--- config.mk ---
export PLATFORM = sky130hd
export DESIGN_NAME = twi_slave_checksum_frame_link
export DESIGN_NICKNAME = d
export VERILOG_FILES = /design/src/sv/tslk_pkg.sv /design/src/sv/tslk_front.sv /design/src/sv/tslk_queue.sv /design/src/sv/tslk_back.sv /design/src/sv/twi_slave_checksum_frame_link.sv
export SDC_FILE = /design/constraint.sdc
export NUM_CORES = 1
export LEC_CHECK = 0
export BUFFER_PORTS_ARGS = -buffer_cell sky130_fd_sc_hd__buf_2
export CAP_MARGIN = 30
export CELL_PAD_IN_SITES_DETAIL_PLACEMENT = 1
export CELL_PAD_IN_SITES_GLOBAL_PLACEMENT = 1
export CORE_ASPECT_RATIO = 1.5
export CORE_MARGIN = 5
export CORE_UTILIZATION = 46
export CTS_CLUSTER_SIZE = 20
export DETAILED_ROUTE_END_ITERATION = 16
export GPL_TIMING_DRIVEN = 1
export PLACE_DENSITY = 0.78
export REMOVE_ABC_BUFFERS = 1
export SLEW_MARGIN = 20
export SYNTH_ARGS = -nofsm -noshare
export SYNTH_HDL_FRONTEND = slang
export SYNTH_SLANG_ARGS = --single-unit
export TNS_END_PERCENT = 30
--- constraint.sdc ---
create_clock -name clk -period 4.5 [get_ports clk]
set_clock_uncertainty 0.1 [all_clocks]
set_input_delay 0.45 -clock clk [delete_from_list [all_inputs] [get_ports clk]]
set_output_delay 0.45 -clock clk [all_outputs]
set_load 0.02 [all_outputs]
--- src/sv/tslk_pkg.sv ---
`default_nettype none

package tslk_pkg;

    localparam int unsigned FRAME_BYTES = 11;
    localparam int unsigned POS_W       = $clog2(FRAME_BYTES);
    localparam int unsigned IDX_W       = 4;

    localparam int unsigned QUEUE_DEPTH = 4;
    localparam int unsigned QPTR_W      = $clog2(QUEUE_DEPTH);
    localparam int unsigned QCNT_W      = $clog2(QUEUE_DEPTH + 1);

    localparam int unsigned CFG_IDX_W   = 2;
    localparam logic [CFG_IDX_W-1:0] REG_RESTART_TICKS = CFG_IDX_W'(0);
    localparam logic [CFG_IDX_W-1:0] REG_LOSS_TICKS    = CFG_IDX_W'(1);

    localparam logic [7:0] RESTART_TICKS_RST = 8'd20;
    localparam logic [7:0] LOSS_TICKS_RST    = 8'd200;

    localparam logic [2:0] MODE_WADDR = 3'd0;
    localparam logic [2:0] MODE_DATA  = 3'd1;
    localparam logic [2:0] MODE_RADDR = 3'd2;
    localparam logic [2:0] MODE_REQ   = 3'd3;
    localparam logic [2:0] MODE_TICK  = 3'd4;

    localparam logic [2:0] OP_NOP   = 3'd0;
    localparam logic [2:0] OP_WADDR = 3'd1;
    localparam logic [2:0] OP_DATA  = 3'd2;
    localparam logic [2:0] OP_RADDR = 3'd3;
    localparam logic [2:0] OP_REQ   = 3'd4;
    localparam logic [2:0] OP_TICK  = 3'd5;

    typedef struct packed {
        logic [2:0] mode;
        logic [7:0] rx_byte;
        logic [2:0] key_state;
    } evt_t;

    typedef struct packed {
        logic [7:0]       tx_byte;
        logic             frame_good;
        logic [IDX_W-1:0] payload_index;
        logic [7:0]       payload_byte;
        logic             last;
        logic             link_lost;
        logic             bus_restart;
    } res_t;

    typedef struct packed {
        logic [2:0] op;
        logic [7:0] rx_byte;
        logic [2:0] key_state;
    } cmd_t;

    // fixed payload bytes at indices 2 to 6
    function automatic logic [7:0] fixed_byte(input int unsigned i);
        logic [7:0] v;
        v = 8'd0;
        case (i)
            6: v = 8'd3;
            5: v = 8'd4;
            4: v = 8'd15;
            3: v = 8'd16;
            2: v = 8'd17;
            default: v = 8'd0;
        endcase
        return v;
    endfunction

    function automatic logic [7:0] fixed_sum();
        logic [7:0] s;
        s = 8'd0;
        for (int unsigned i = 2; i < 7; i++)
        begin
            if (i < FRAME_BYTES)
            begin
                s = s + fixed_byte(i);
            end
        end
        return s;
    endfunction

    localparam logic [7:0] FIXED_SUM = fixed_sum();

    // refreshed outgoing byte at index i
    function automatic logic [7:0] refresh_byte(input int unsigned i,
                                                input logic [7:0] count,
                                                input logic [2:0] keys);
        logic [7:0] v;
        v = 8'd0;
        if (i == 0)
        begin
            v = FIXED_SUM + {5'd0, keys} + ((FRAME_BYTES > 7) ? count : 8'd0);
        end
        else if (i == 1)
        begin
            v = {5'd0, keys};
        end
        else if (i == 7)
        begin
            v = count;
        end
        else if (i < 7)
        begin
            v = fixed_byte(i);
        end
        return v;
    endfunction

endpackage

`default_nettype wire

--- src/sv/tslk_front.sv ---
`default_nettype none

module tslk_front (
    input  wire logic          clk,
    input  wire logic          rst_n,
    input  wire logic          evt_valid,
    output logic               evt_ready,
    input  wire tslk_pkg::evt_t evt,
    output logic               cmd_valid,
    input  wire logic          cmd_ready,
    output tslk_pkg::cmd_t     cmd
);
    import tslk_pkg::*;

    logic cmd_valid_reg;
    cmd_t cmd_reg;
    cmd_t cmd_next;

    assign evt_ready = !cmd_valid_reg || cmd_ready;
    assign cmd_valid = cmd_valid_reg;
    assign cmd       = cmd_reg;

    always_comb
    begin
        cmd_next.rx_byte   = evt.rx_byte;
        cmd_next.key_state = evt.key_state;
        unique case (evt.mode)
            MODE_WADDR: cmd_next.op = OP_WADDR;
            MODE_DATA:  cmd_next.op = OP_DATA;
            MODE_RADDR: cmd_next.op = OP_RADDR;
            MODE_REQ:   cmd_next.op = OP_REQ;
            MODE_TICK:  cmd_next.op = OP_TICK;
            default:    cmd_next.op = OP_NOP;
        endcase
    end

    always_ff @(posedge clk or negedge rst_n)
    begin
        if (!rst_n)
        begin
            cmd_valid_reg <= 1'b0;
        end
        else if (evt_valid && evt_ready)
        begin
            cmd_valid_reg <= 1'b1;
        end
        else if (cmd_ready)
        begin
            cmd_valid_reg <= 1'b0;
        end
    end

    always_ff @(posedge clk)
    begin
        if (evt_valid && evt_ready)
        begin
            cmd_reg <= cmd_next;
        end
    end

endmodule

`default_nettype wire

--- src/sv/tslk_queue.sv ---
`default_nettype none

module tslk_queue (
    input  wire logic          clk,
    input  wire logic          rst_n,
    input  wire logic          push_valid,
    output logic               push_ready,
    input  wire tslk_pkg::cmd_t push_word,
    output logic               pop_valid,
    input  wire logic          pop_ready,
    output tslk_pkg::cmd_t     pop_word
);
    import tslk_pkg::*;

    cmd_t              slot_reg [QUEUE_DEPTH];
    logic [QPTR_W-1:0] wr_ptr_reg;
    logic [QPTR_W-1:0] rd_ptr_reg;
    logic [QCNT_W-1:0] fill_reg;
    logic              do_push;
    logic              do_pop;

    assign push_ready = fill_reg != QCNT_W'(QUEUE_DEPTH);
    assign pop_valid  = fill_reg != '0;
    assign pop_word   = slot_reg[rd_ptr_reg];
    assign do_push    = push_valid && push_ready;
    assign do_pop     = pop_valid && pop_ready;

    always_ff @(posedge clk or negedge rst_n)
    begin
        if (!rst_n)
        begin
            wr_ptr_reg <= '0;
            rd_ptr_reg <= '0;
            fill_reg   <= '0;
        end
        else
        begin
            if (do_push)
            begin
                wr_ptr_reg <= wr_ptr_reg + QPTR_W'(1);
            end
            if (do_pop)
            begin
                rd_ptr_reg <= rd_ptr_reg + QPTR_W'(1);
            end
            if (do_push && !do_pop)
            begin
                fill_reg <= fill_reg + QCNT_W'(1);
            end
            else if (do_pop && !do_push)
            begin
                fill_reg <= fill_reg - QCNT_W'(1);
            end
        end
    end

    always_ff @(posedge clk)
    begin
        if (do_push)
        begin
            slot_reg[wr_ptr_reg] <= push_word;
        end
    end

endmodule

`default_nettype wire

--- src/sv/tslk_back.sv ---
`default_nettype none

module tslk_back (
    input  wire logic                          clk,
    input  wire logic                          rst_n,
    input  wire logic                          cmd_valid,
    output logic                               cmd_ready,
    input  wire tslk_pkg::cmd_t                cmd,
    output logic                               res_valid,
    input  wire logic                          res_ready,
    output tslk_pkg::res_t                     res,
    input  wire logic                          cfg_valid,
    output logic                               cfg_ready,
    input  wire logic [tslk_pkg::CFG_IDX_W-1:0] cfg_index,
    input  wire logic [7:0]                    cfg_data
);
    import tslk_pkg::*;

    logic [7:0]       rx_buf_reg [FRAME_BYTES];
    logic [7:0]       rx_buf_next [FRAME_BYTES];
    logic [POS_W-1:0] rx_pos_reg, rx_pos_next;
    logic [7:0]       rx_sum_reg, rx_sum_next;
    logic [7:0]       tx_buf_reg [FRAME_BYTES];
    logic [7:0]       tx_buf_next [FRAME_BYTES];
    logic [POS_W-1:0] tx_pos_reg, tx_pos_next;
    logic             reload_reg, reload_next;
    logic [7:0]       count_reg, count_next;
    logic [7:0]       restart_timer_reg, restart_timer_next;
    logic [7:0]       loss_timer_reg, loss_timer_next;
    logic             lost_reg, lost_next;
    logic [7:0]       restart_ticks_reg;
    logic [7:0]       loss_ticks_reg;
    logic             burst_reg, burst_next;
    logic [POS_W-1:0] burst_idx_reg, burst_idx_next;
    logic             out_valid_reg, out_valid_next;
    res_t             out_reg, out_next;
    logic             out_load;
    logic [7:0]       rt_dec;

    assign out_load  = !out_valid_reg || res_ready;
    assign cmd_ready = out_load && !burst_reg;
    assign res_valid = out_valid_reg;
    assign res       = out_reg;
    assign cfg_ready = 1'b1;

    always_comb
    begin
        rx_buf_next        = rx_buf_reg;
        rx_pos_next        = rx_pos_reg;
        rx_sum_next        = rx_sum_reg;
        tx_buf_next        = tx_buf_reg;
        tx_pos_next        = tx_pos_reg;
        reload_next        = reload_reg;
        count_next         = count_reg;
        restart_timer_next = restart_timer_reg;
        loss_timer_next    = loss_timer_reg;
        lost_next          = lost_reg;
        burst_next         = burst_reg;
        burst_idx_next     = burst_idx_reg;
        out_valid_next     = out_valid_reg;
        out_next           = out_reg;
        rt_dec             = restart_timer_reg;

        if (out_load)
        begin
            out_valid_next = 1'b0;
        end

        if (burst_reg && out_load)
        begin
            // committed payload, one byte per word
            out_valid_next         = 1'b1;
            out_next               = '0;
            out_next.frame_good    = 1'b1;
            out_next.payload_index = IDX_W'(burst_idx_reg);
            out_next.payload_byte  = rx_buf_reg[burst_idx_reg];
            out_next.link_lost     = lost_reg;
            out_next.last          = burst_idx_reg == POS_W'(FRAME_BYTES - 1);
            burst_idx_next         = burst_idx_reg + POS_W'(1);
            if (out_next.last)
            begin
                burst_next = 1'b0;
            end
        end
        else if (cmd_valid && cmd_ready)
        begin
            out_valid_next = 1'b1;
            out_next       = '0;
            out_next.last  = 1'b1;
            unique case (cmd.op)
                OP_WADDR:
                begin
                    count_next  = count_reg + 8'd1;
                    rx_pos_next = POS_W'(FRAME_BYTES - 1);
                end
                OP_DATA:
                begin
                    count_next = count_reg + 8'd1;
                    rx_buf_next[rx_pos_reg] = cmd.rx_byte;
                    if (rx_pos_reg != '0)
                    begin
                        rx_pos_next = rx_pos_reg - POS_W'(1);
                        rx_sum_next = rx_sum_reg - rx_buf_reg[rx_pos_reg] + cmd.rx_byte;
                    end
                    else if (rx_sum_reg == cmd.rx_byte)
                    begin
                        restart_timer_next     = restart_ticks_reg;
                        loss_timer_next        = loss_ticks_reg;
                        out_next.frame_good    = 1'b1;
                        out_next.payload_index = IDX_W'(1);
                        out_next.payload_byte  = rx_buf_reg[1];
                        out_next.last          = FRAME_BYTES == 2;
                        burst_next             = FRAME_BYTES != 2;
                        burst_idx_next         = POS_W'(2);
                    end
                end
                OP_RADDR:
                begin
                    count_next  = count_reg + 8'd1;
                    tx_pos_next = POS_W'(FRAME_BYTES - 1);
                    reload_next = 1'b0;
                    if (reload_reg)
                    begin
                        for (int unsigned i = 0; i < FRAME_BYTES; i++)
                        begin
                            tx_buf_next[i] = refresh_byte(i, count_reg, cmd.key_state);
                        end
                        out_next.tx_byte = refresh_byte(FRAME_BYTES - 1, count_reg,
                                                        cmd.key_state);
                    end
                    else
                    begin
                        out_next.tx_byte = tx_buf_reg[FRAME_BYTES-1];
                    end
                end
                OP_REQ:
                begin
                    count_next = count_reg + 8'd1;
                    if (tx_pos_reg != '0)
                    begin
                        tx_pos_next = tx_pos_reg - POS_W'(1);
                    end
                    else
                    begin
                        reload_next = 1'b1;
                    end
                    out_next.tx_byte = tx_buf_reg[tx_pos_next];
                end
                OP_TICK:
                begin
                    if (restart_timer_reg != 8'd0)
                    begin
                        rt_dec = restart_timer_reg - 8'd1;
                    end
                    if (rt_dec == 8'd0)
                    begin
                        restart_timer_next   = restart_ticks_reg;
                        out_next.bus_restart = 1'b1;
                    end
                    else
                    begin
                        restart_timer_next = rt_dec;
                    end
                    if (loss_timer_reg != 8'd0)
                    begin
                        loss_timer_next = loss_timer_reg - 8'd1;
                    end
                    else
                    begin
                        lost_next = 1'b1;
                    end
                end
                default:
                begin
                end
            endcase
            out_next.link_lost = lost_next;
        end
    end

    always_ff @(posedge clk or negedge rst_n)
    begin
        if (!rst_n)
        begin
            for (int unsigned i = 0; i < FRAME_BYTES; i++)
            begin
                rx_buf_reg[i] <= 8'd0;
                tx_buf_reg[i] <= 8'd0;
            end
            rx_pos_reg        <= '0;
            rx_sum_reg        <= 8'd0;
            tx_pos_reg        <= '0;
            reload_reg        <= 1'b0;
            count_reg         <= 8'd0;
            restart_timer_reg <= RESTART_TICKS_RST;
            loss_timer_reg    <= LOSS_TICKS_RST;
            lost_reg          <= 1'b0;
            restart_ticks_reg <= RESTART_TICKS_RST;
            loss_ticks_reg    <= LOSS_TICKS_RST;
            burst_reg         <= 1'b0;
            burst_idx_reg     <= '0;
            out_valid_reg     <= 1'b0;
        end
        else
        begin
            rx_buf_reg        <= rx_buf_next;
            tx_buf_reg        <= tx_buf_next;
            rx_pos_reg        <= rx_pos_next;
            rx_sum_reg        <= rx_sum_next;
            tx_pos_reg        <= tx_pos_next;
            reload_reg        <= reload_next;
            count_reg         <= count_next;
            restart_timer_reg <= restart_timer_next;
            loss_timer_reg    <= loss_timer_next;
            lost_reg          <= lost_next;
            burst_reg         <= burst_next;
            burst_idx_reg     <= burst_idx_next;
            out_valid_reg     <= out_valid_next;
            if (cfg_valid && cfg_ready)
            begin
                if (cfg_index == REG_RESTART_TICKS)
                begin
                    restart_ticks_reg <= cfg_data;
                end
                else if (cfg_index == REG_LOSS_TICKS)
                begin
                    loss_ticks_reg <= cfg_data;
                end
            end
        end
    end

    always_ff @(posedge clk)
    begin
        out_reg <= out_next;
    end

endmodule

`default_nettype wire

--- src/sv/twi_slave_checksum_frame_link.sv ---
`default_nettype none

// Two-wire slave frame engine. Bus events and ticks enter as words on
// the evt channel, pass a one-word classify register and a four-word queue,
// and are carried out by the back end, which owns the frame buffers, the
// link timers and the output register. The back end retires one event per
// cycle while its output is not stalled, except a received frame that passes
// its checksum, which holds it while the payload goes out as ten result
// words, one per cycle through the output register when not stalled. The
// first result word of an event passes the classify register, the queue and
// the output register, in that order. Configuration words are always taken;
// the timers pick up a new reload value at their next reload.
module twi_slave_checksum_frame_link (
    input  wire logic                          clk,
    input  wire logic                          rst_n,
    input  wire logic                          evt_valid,
    output logic                               evt_ready,
    input  wire tslk_pkg::evt_t                evt,
    output logic                               res_valid,
    input  wire logic                          res_ready,
    output tslk_pkg::res_t                     res,
    input  wire logic                          cfg_valid,
    output logic                               cfg_ready,
    input  wire logic [tslk_pkg::CFG_IDX_W-1:0] cfg_index,
    input  wire logic [7:0]                    cfg_data
);
    import tslk_pkg::*;

    logic front_valid;
    logic front_ready;
    cmd_t front_cmd;
    logic queue_valid;
    logic queue_ready;
    cmd_t queue_cmd;

    tslk_front u_front (
        .clk       (clk),
        .rst_n     (rst_n),
        .evt_valid (evt_valid),
        .evt_ready (evt_ready),
        .evt       (evt),
        .cmd_valid (front_valid),
        .cmd_ready (front_ready),
        .cmd       (front_cmd)
    );

    tslk_queue u_queue (
        .clk        (clk),
        .rst_n      (rst_n),
        .push_valid (front_valid),
        .push_ready (front_ready),
        .push_word  (front_cmd),
        .pop_valid  (queue_valid),
        .pop_ready  (queue_ready),
        .pop_word   (queue_cmd)
    );

    tslk_back u_back (
        .clk       (clk),
        .rst_n     (rst_n),
        .cmd_valid (queue_valid),
        .cmd_ready (queue_ready),
        .cmd       (queue_cmd),
        .res_valid (res_valid),
        .res_ready (res_ready),
        .res       (res),
        .cfg_valid (cfg_valid),
        .cfg_ready (cfg_ready),
        .cfg_index (cfg_index),
        .cfg_data  (cfg_data)
    );

endmodule

`default_nettype wire

==> results.py, run 1 <==
metrics = {
    "floorplan": {
        "coreArea_sq_mm": 0.02929,
        "dieArea_sq_mm": 0.03305,
        "initial_core_util_pct": 46.25,
        "io_pins": 56,
        "dieHeight_um": 220.2,
        "fp.dieW_um": 150.1,
        "std_cell_rows": 77,
    },
    "cts": {
        "clock-sinks": 274,
        "cts_made_buffers": 27,
        "clk_pin_slew_worst_paths_ps": 60,
        "insertion_delay_ps": 560,
        "cts_buffer_depth": 3,
        "cts-root-buf": "clkbuf_16",
        "cts_tree": "done",
        "postCtsResizedCells": 0,
        "h-tree-depth": 1,
    },
    "yosys": {
        "synth-edff-count": 84,
        "synth_warnings": 0,
        "synthDominantCellAreaShare_pct": 31.40,
        "synth-seq-cells": 274,
        "synth_top_area_cell": "dfrtp_1",
        "synth_simple_gate_area_share_pct": 10.86,
        "yosysSeqAreaShare_pct": 53.44,
        "synth_compound_area_share_pct": 10.94,
        "netlist_area_sq_mm": 0.01355,
        "netlist_top_cells_area": "dfrtp_1 (31%), edfxtp_1 (19%), mux4_2 (7.6%)",
        "syn_avg_cell_area_sq_um": 11.66,
        "synth_cells": 1162,
        "synthArstFlopShare_pct": 65.69,
        "synth_top_flop_cell": "dfrtp_1",
        "yosys.area_share.adder_pct": 4.193,
        "synth_top_family_by_area": "multiplexers",
        "synth_xor_area_share_pct": 2.651,
        "synth.area.mux_share_pct": 14.41,
        "synth_cell_types": 74,
    },
    "power_and_ir_drop": {
        "seqPwrFrac_pct": 35.4,
        "intPower_mw": 6.927,
        "ir_drop_mv": 0.3468,
        "power_switching_mw": 4.647,
        "switching_share_pct": 40.15,
        "pwr_density_cell_mw_per_mm2": 756.1,
        "power_frac_clock_pct": 20.4,
        "comb_power_share_pct": 44.3,
        "p_leak_nw": 6.332,
    },
    "run_status": {
        "status": "finished clean",
    },
    "final_layout": {
        "largest_reg_flops": 88,
        "layout-drive-gt1-share_pct": 19.84,
        "area_growth_pct": 13.00,
        "regArea_sq_mm": 0.007239,
        "final_cells": 1635,
        "multi_input_area_sq_mm": 0.005837,
        "final_common_cell": "dfrtp_1",
        "fin_util_pct": 52.27,
        "antennaDiodeCount": 0,
        "nets": 1288,
        "layout_common_cells": "dfrtp_1 (170), nand2_1 (148), o21ai_0 (124)",
        "final.fill_count": 3057,
    },
    "timing": {
        "tns_ps": 0,
        "worstMarginPinSlew_ps": 828.9,
        "rsz0062_at_grt": "false",
        "slew_headroom_pct": 44.74,
        "period_share_pct": 90.71,
        "max_freq_mhz": 245.0,
        "slew_viol_final": 0,
        "fin_crit_ps": 4082,
        "setup_violations": 0,
        "finalHoldViolations": 0,
    },
    "place": {
        "place.gp.congestion": 0.8690,
        "port_buffers": 54,
        "place_inst": 1573,
        "dp.final_hpwl_mm": 25.04,
    },
    "worst_hold_path": {
        "hold_class": "in2reg",
        "hold-path-endpoint": "u_front.cmd_valid$_DFFE_PN0P_",
        "hold_path_startpoint": "evt_valid",
        "hold_path_depth": 2,
    },
    "detailed_routing": {
        "first_pass_iters": 5,
        "num_vias": 9400,
        "ant_nets": 0,
        "drc": 0,
        "routedWlPerCell_um": 21.57,
        "drtIter0Drc": 425,
        "viasPerCell": 5.749,
        "wl_mm": 35.26,
    },
    "setup_path": {
        "required_ps": 4840,
        "crit_fanout": 8,
        "cp.arrival_ps": 4420,
        "end_kind": "register",
        "regToRegEndpoint": "u_back.rx_sum_reg[7]$_DFFE_PN0P_",
        "criticalPathCategory": "reg2reg",
        "r2r_start": "u_back.rx_pos_reg[0]$_DFFE_PN0P_",
        "cp-start-kind": "register",
        "r2r_cells": 13,
        "r2r_slack_ps": 420,
    },
    "global_route": {
        "grt_pass1_wl_mm": 56.32,
        "grt_max_degree": 73,
        "grt.overflow.total": 0,
        "grtUsageTotal_pct": 21.61,
        "grt_antenna_before_repair": 1,
        "grt_pass1_vias": 10370,
    },
    "job": {
        "cap_violations": 0,
    },
}
worst max path at each step:
stage | from | endpoint | cells after the start
floorplan | u_back.rx_pos_reg[0]$_DFFE_PN0P_ | u_back.rx_sum_reg[7]$_DFFE_PN0P_ | 13
global placement | u_back.rx_pos_reg[0]$_DFFE_PN0P_ | u_back.rx_sum_reg[7]$_DFFE_PN0P_ | 13
detailed placement | u_queue.rd_ptr_reg[0]$_DFFE_PN0P_ | u_back.rx_sum_reg[7]$_DFFE_PN0P_ | 12
CTS | u_queue.rd_ptr_reg[0]$_DFFE_PN0P_ | u_back.rx_sum_reg[7]$_DFFE_PN0P_ | 12
global route | u_queue.rd_ptr_reg[0]$_DFFE_PN0P_ | u_back.rx_sum_reg[7]$_DFFE_PN0P_ | 12
finish | u_back.rx_pos_reg[0]$_DFFE_PN0P_ | u_back.rx_sum_reg[7]$_DFFE_PN0P_ | 13
power groups by stage:
stage	clock network, mW	logic (mW)	registers, mW
finish	2.36	5.13	4.09
global route	2.52	5.62	4.19
CTS	2.41	5.18	4.09
detailed placement	0	5.10	4.13
global placement	0	4.87	4.06
floorplan	0	3.48	4.04
through the flow:
| step | hold WS, ps | power, mW | area (sq um) | setup slack (ps) |
|---|---|---|---|---|
| after floorplan | 54.41 | 7.518 | 13280 | 360.6 |
| after global placement | 342.1 | 8.930 | 14240 | 605.5 |
| after detailed placement | 347.9 | 9.232 | 14270 | 473.2 |
| after CTS | 9.937 | 11.69 | 15310 | 406.3 |
| after global routing | 16.89 | 12.32 | 15310 | 241.6 |
| final | 31.46 | 11.57 | 15310 | 418.1 |
cell families after synthesis:
logic type,Yosys count
AOI/OAI and AO/OA,250
xor gates and xnor gates,41
adders and majority gates,40
buffers and inverters,116
DFF,274
muxes,131
other,1
and+or+nand+nor,309
layer usage:
| layer | up-vias | wire length, um | global-route usage (%) |
|---|---|---|---|
| li1 | 4278 | - | - |
| met1 | 4837 | 13470 | 25.09 |
| met2 | 201 | 19000 | 39.87 |
| met3 | 82 | 1339 | 2.684 |
| met4 | 2 | 1443 | 9.310 |
| met5 | - | 13 | 0 |
cell type report:
class,count,area share (%)
clock buffers,36,4.896
clock inverters,14,1.112
flip-flops and latches,274,47.29
well taps,395,3.228
multi-input cells,772,38.13
repair buffers,89,3.997
inverters,55,1.349
synthesized netlist by cell type, drive strengths merged (9+ instances only):
cell type  count
dfrtp        170
nand2        148
o21ai        126
edfxtp        84
inv           55
mux2          52
nor2          52
a21oi         49
mux4          46
clkbuf        45
mux2i         33
ha            31
xnor2         29
nand3         24
nor3          18
o22ai         17
buf           16
and2          13
nand2b        13
xor2          12
a22o          11
dfstp         10
dfxtp         10
nor2b         10
a21o           9
fa             9
critical path, cell delays in order (launching register included):
cell	delay [ps]
dfrtp_1	600
mux4_2	570
mux2i_1	200
o22ai_1	160
fa_1	520
inv_1	70
ha_1	290
a21o_1	190
a211oi_1	320
o21bai_1	170
o31ai_1	300
nand2_1	80
mux2_2	280
xnor2_1	130
repair_timing:
item,4_1_cts,5_1_grt
endpoints found under the setup margin,0,0
endpoints found under the hold margin,53,0
hold buffers,12,0
setup buffers,0,0
No activity file was read; power rests on OpenSTA's default activity.
==> run 2, diff against run 1 <==
--- a/config.mk
+++ b/config.mk
@@ -15,7 +15,7 @@
 export CTS_CLUSTER_SIZE = 20
 export DETAILED_ROUTE_END_ITERATION = 16
 export GPL_TIMING_DRIVEN = 1
-export PLACE_DENSITY = 0.78
+export PLACE_DENSITY_LB_ADDON = 0.1
 export REMOVE_ABC_BUFFERS = 1
 export SLEW_MARGIN = 20
 export SYNTH_ARGS = -nofsm -noshare
==> results.py, run 2 (synthesized netlist as in run 1, its figures left out) <==
metrics = {
    "final_layout": {
        "antennaDiodeCount": 0,
        "layout_common_cells": "dfrtp_1 (170), nand2_1 (148), o21ai_0 (124)",
        "fin_util_pct": 52.69,
        "final_cell_area_sq_mm": 0.01543,
        "final_common_cell": "dfrtp_1",
        "area_growth_pct": 13.91,
        "largest_reg_flops": 88,
        "final_cells": 1643,
        "nets": 1295,
        "layout-drive-gt1-share_pct": 20.35,
    },
    "worst_hold_path": {
        "hold_class": "in2reg",
    },
    "cts": {
        "postCtsResizedCells": 0,
        "cts_tree": "done",
        "post_cts_buffers": 0,
        "cts_made_buffers": 28,
        "insertion_delay_ps": 560,
        "h-tree-depth": 1,
        "clock-sinks": 274,
        "cts_buffer_depth": 3,
        "clk_pin_slew_worst_paths_ps": 70,
        "cts-root-buf": "clkbuf_16",
    },
    "power_and_ir_drop": {
        "p_leak_nw": 6.381,
        "power_switching_mw": 4.535,
        "pwr_density_cell_mw_per_mm2": 750.2,
        "switching_share_pct": 39.18,
        "comb_power_share_pct": 43.0,
        "fin_total_pwr_mw": 11.58,
        "power_frac_clock_pct": 21.8,
        "ir_drop_mv": 0.3766,
        "intPower_mw": 7.040,
        "seqPwrFrac_pct": 35.2,
    },
    "run_status": {
        "status": "finished clean",
    },
    "timing": {
        "period_share_pct": 89.70,
        "finalHoldViolations": 0,
        "fin_crit_ps": 4036,
        "setup_ws_ps": 463.6,
        "slew_headroom_pct": 43.16,
        "slew_viol_final": 0,
        "tns_ps": 0,
        "worstMarginPinSlew_ps": 851.7,
        "setup_violations": 0,
        "max_freq_mhz": 247.7,
        "rsz0062_at_grt": "false",
        "hold_ws_ps": 39.99,
    },
    "setup_path": {
        "slowest_delay_ps": 640,
        "crit_slowest_cell": "dfrtp_1",
        "crit_family": "multiplexers",
        "worstPathCellList": "mux4_2 -> mux2i_1 -> o22ai_1 -> fa_1 -> inv_1 -> ha_1 -> a21o_1 -> a211oi_1 -> o21bai_1 -> o31ai_1 -> nand2_1 -> mux2_2 -> xnor2_1",
        "cp-start-kind": "register",
        "crit_fanout": 7,
        "criticalPathCategory": "reg2reg",
        "cp.arrival_ps": 4380,
        "end_kind": "register",
        "required_ps": 4840,
        "critPathBufInv": 1,
    },
    "place": {
        "place.gp.congestion": 0.8270,
        "pre_cts_slack_ps": 446.0,
        "dp.final_hpwl_mm": 24.02,
        "port_buffers": 54,
        "dpl-instance-area_sq_mm": 0.01429,
        "place_inst": 1578,
    },
    "global_route": {
        "grt_pass1_wl_mm": 55.86,
        "grt_pass1_vias": 10010,
        "grt_max_degree": 114,
        "grtUsageTotal_pct": 21.55,
        "grt_antenna_before_repair": 0,
        "grt.overflow.total": 0,
    },
    "detailed_routing": {
        "drc": 0,
        "drtIter0Drc": 359,
        "first_pass_iters": 4,
        "wl_mm": 34.58,
        "routedWlPerCell_um": 21.05,
        "num_vias": 9216,
        "ant_nets": 0,
        "viasPerCell": 5.609,
    },
    "floorplan": {
        "io_pins": 56,
        "coreArea_sq_mm": 0.02929,
        "initial_core_util_pct": 46.25,
        "fp.dieW_um": 150.1,
        "std_cell_rows": 77,
        "dieHeight_um": 220.2,
        "dieArea_sq_mm": 0.03305,
    },
    "job": {
        "cap_violations": 0,
    },
}
-- run 2: layout make-up --
| type | count | area, sq um |
|---|---|---|
| clock buffers | 34 | 754.5 |
| well taps | 395 | 494.2 |
| inverters | 55 | 206.4 |
| fillers | 3126 | 13860 |
| repair buffers | 95 | 661.9 |
| flip-flops and latches | 274 | 7239 |
| clock inverters | 18 | 237.7 |
| multi-input cells | 772 | 5837 |
-- run 2: routing by layer --
metal,vias up,GRT usage (%),wire [um]
met1,4723,26.08,13810
met4,0,6.471,938
li1,4290,-,-
met5,-,0,0
met3,59,2.295,988
met2,144,40.25,18840
-- run 2: final timing paths --
path	start	endpoint	slack (ps)	depth (start not counted)
max	u_back.rx_pos_reg[0]$_DFFE_PN0P_	u_back.rx_sum_reg[7]$_DFFE_PN0P_	460	13
max reg2reg	u_back.rx_pos_reg[0]$_DFFE_PN0P_	u_back.rx_sum_reg[7]$_DFFE_PN0P_	460	13
min in group asynchronous	rst_n	u_back.loss_ticks_reg[5]$_DFFE_PN0P_	310	2
min	cfg_data[3]	u_back.loss_ticks_reg[3]$_DFFE_PN1P_	40	2
max in group asynchronous	rst_n	u_back.restart_timer_reg[2]$_DFFE_PN1P_	2890	4
min reg2reg	u_back.res[19]$_SDFFE_PP0P_	u_back.res[19]$_SDFFE_PP0P_	350	2
-- run 2: power groups by stage --
stage | registers, mW | clock network (mW) | logic (mW)
finish | 4.08 | 2.52 | 4.98
global route | 4.18 | 2.68 | 5.57
CTS | 4.08 | 2.58 | 5.06
detailed placement | 4.12 | 0 | 5.01
global placement | 4.08 | 0 | 4.87
floorplan | 4.04 | 0 | 3.48
-- run 2: timing repair --
action	CTS	global route
hold buffers	12	0
hold endpoints to repair	47	0
endpoints found under the setup margin	0	0
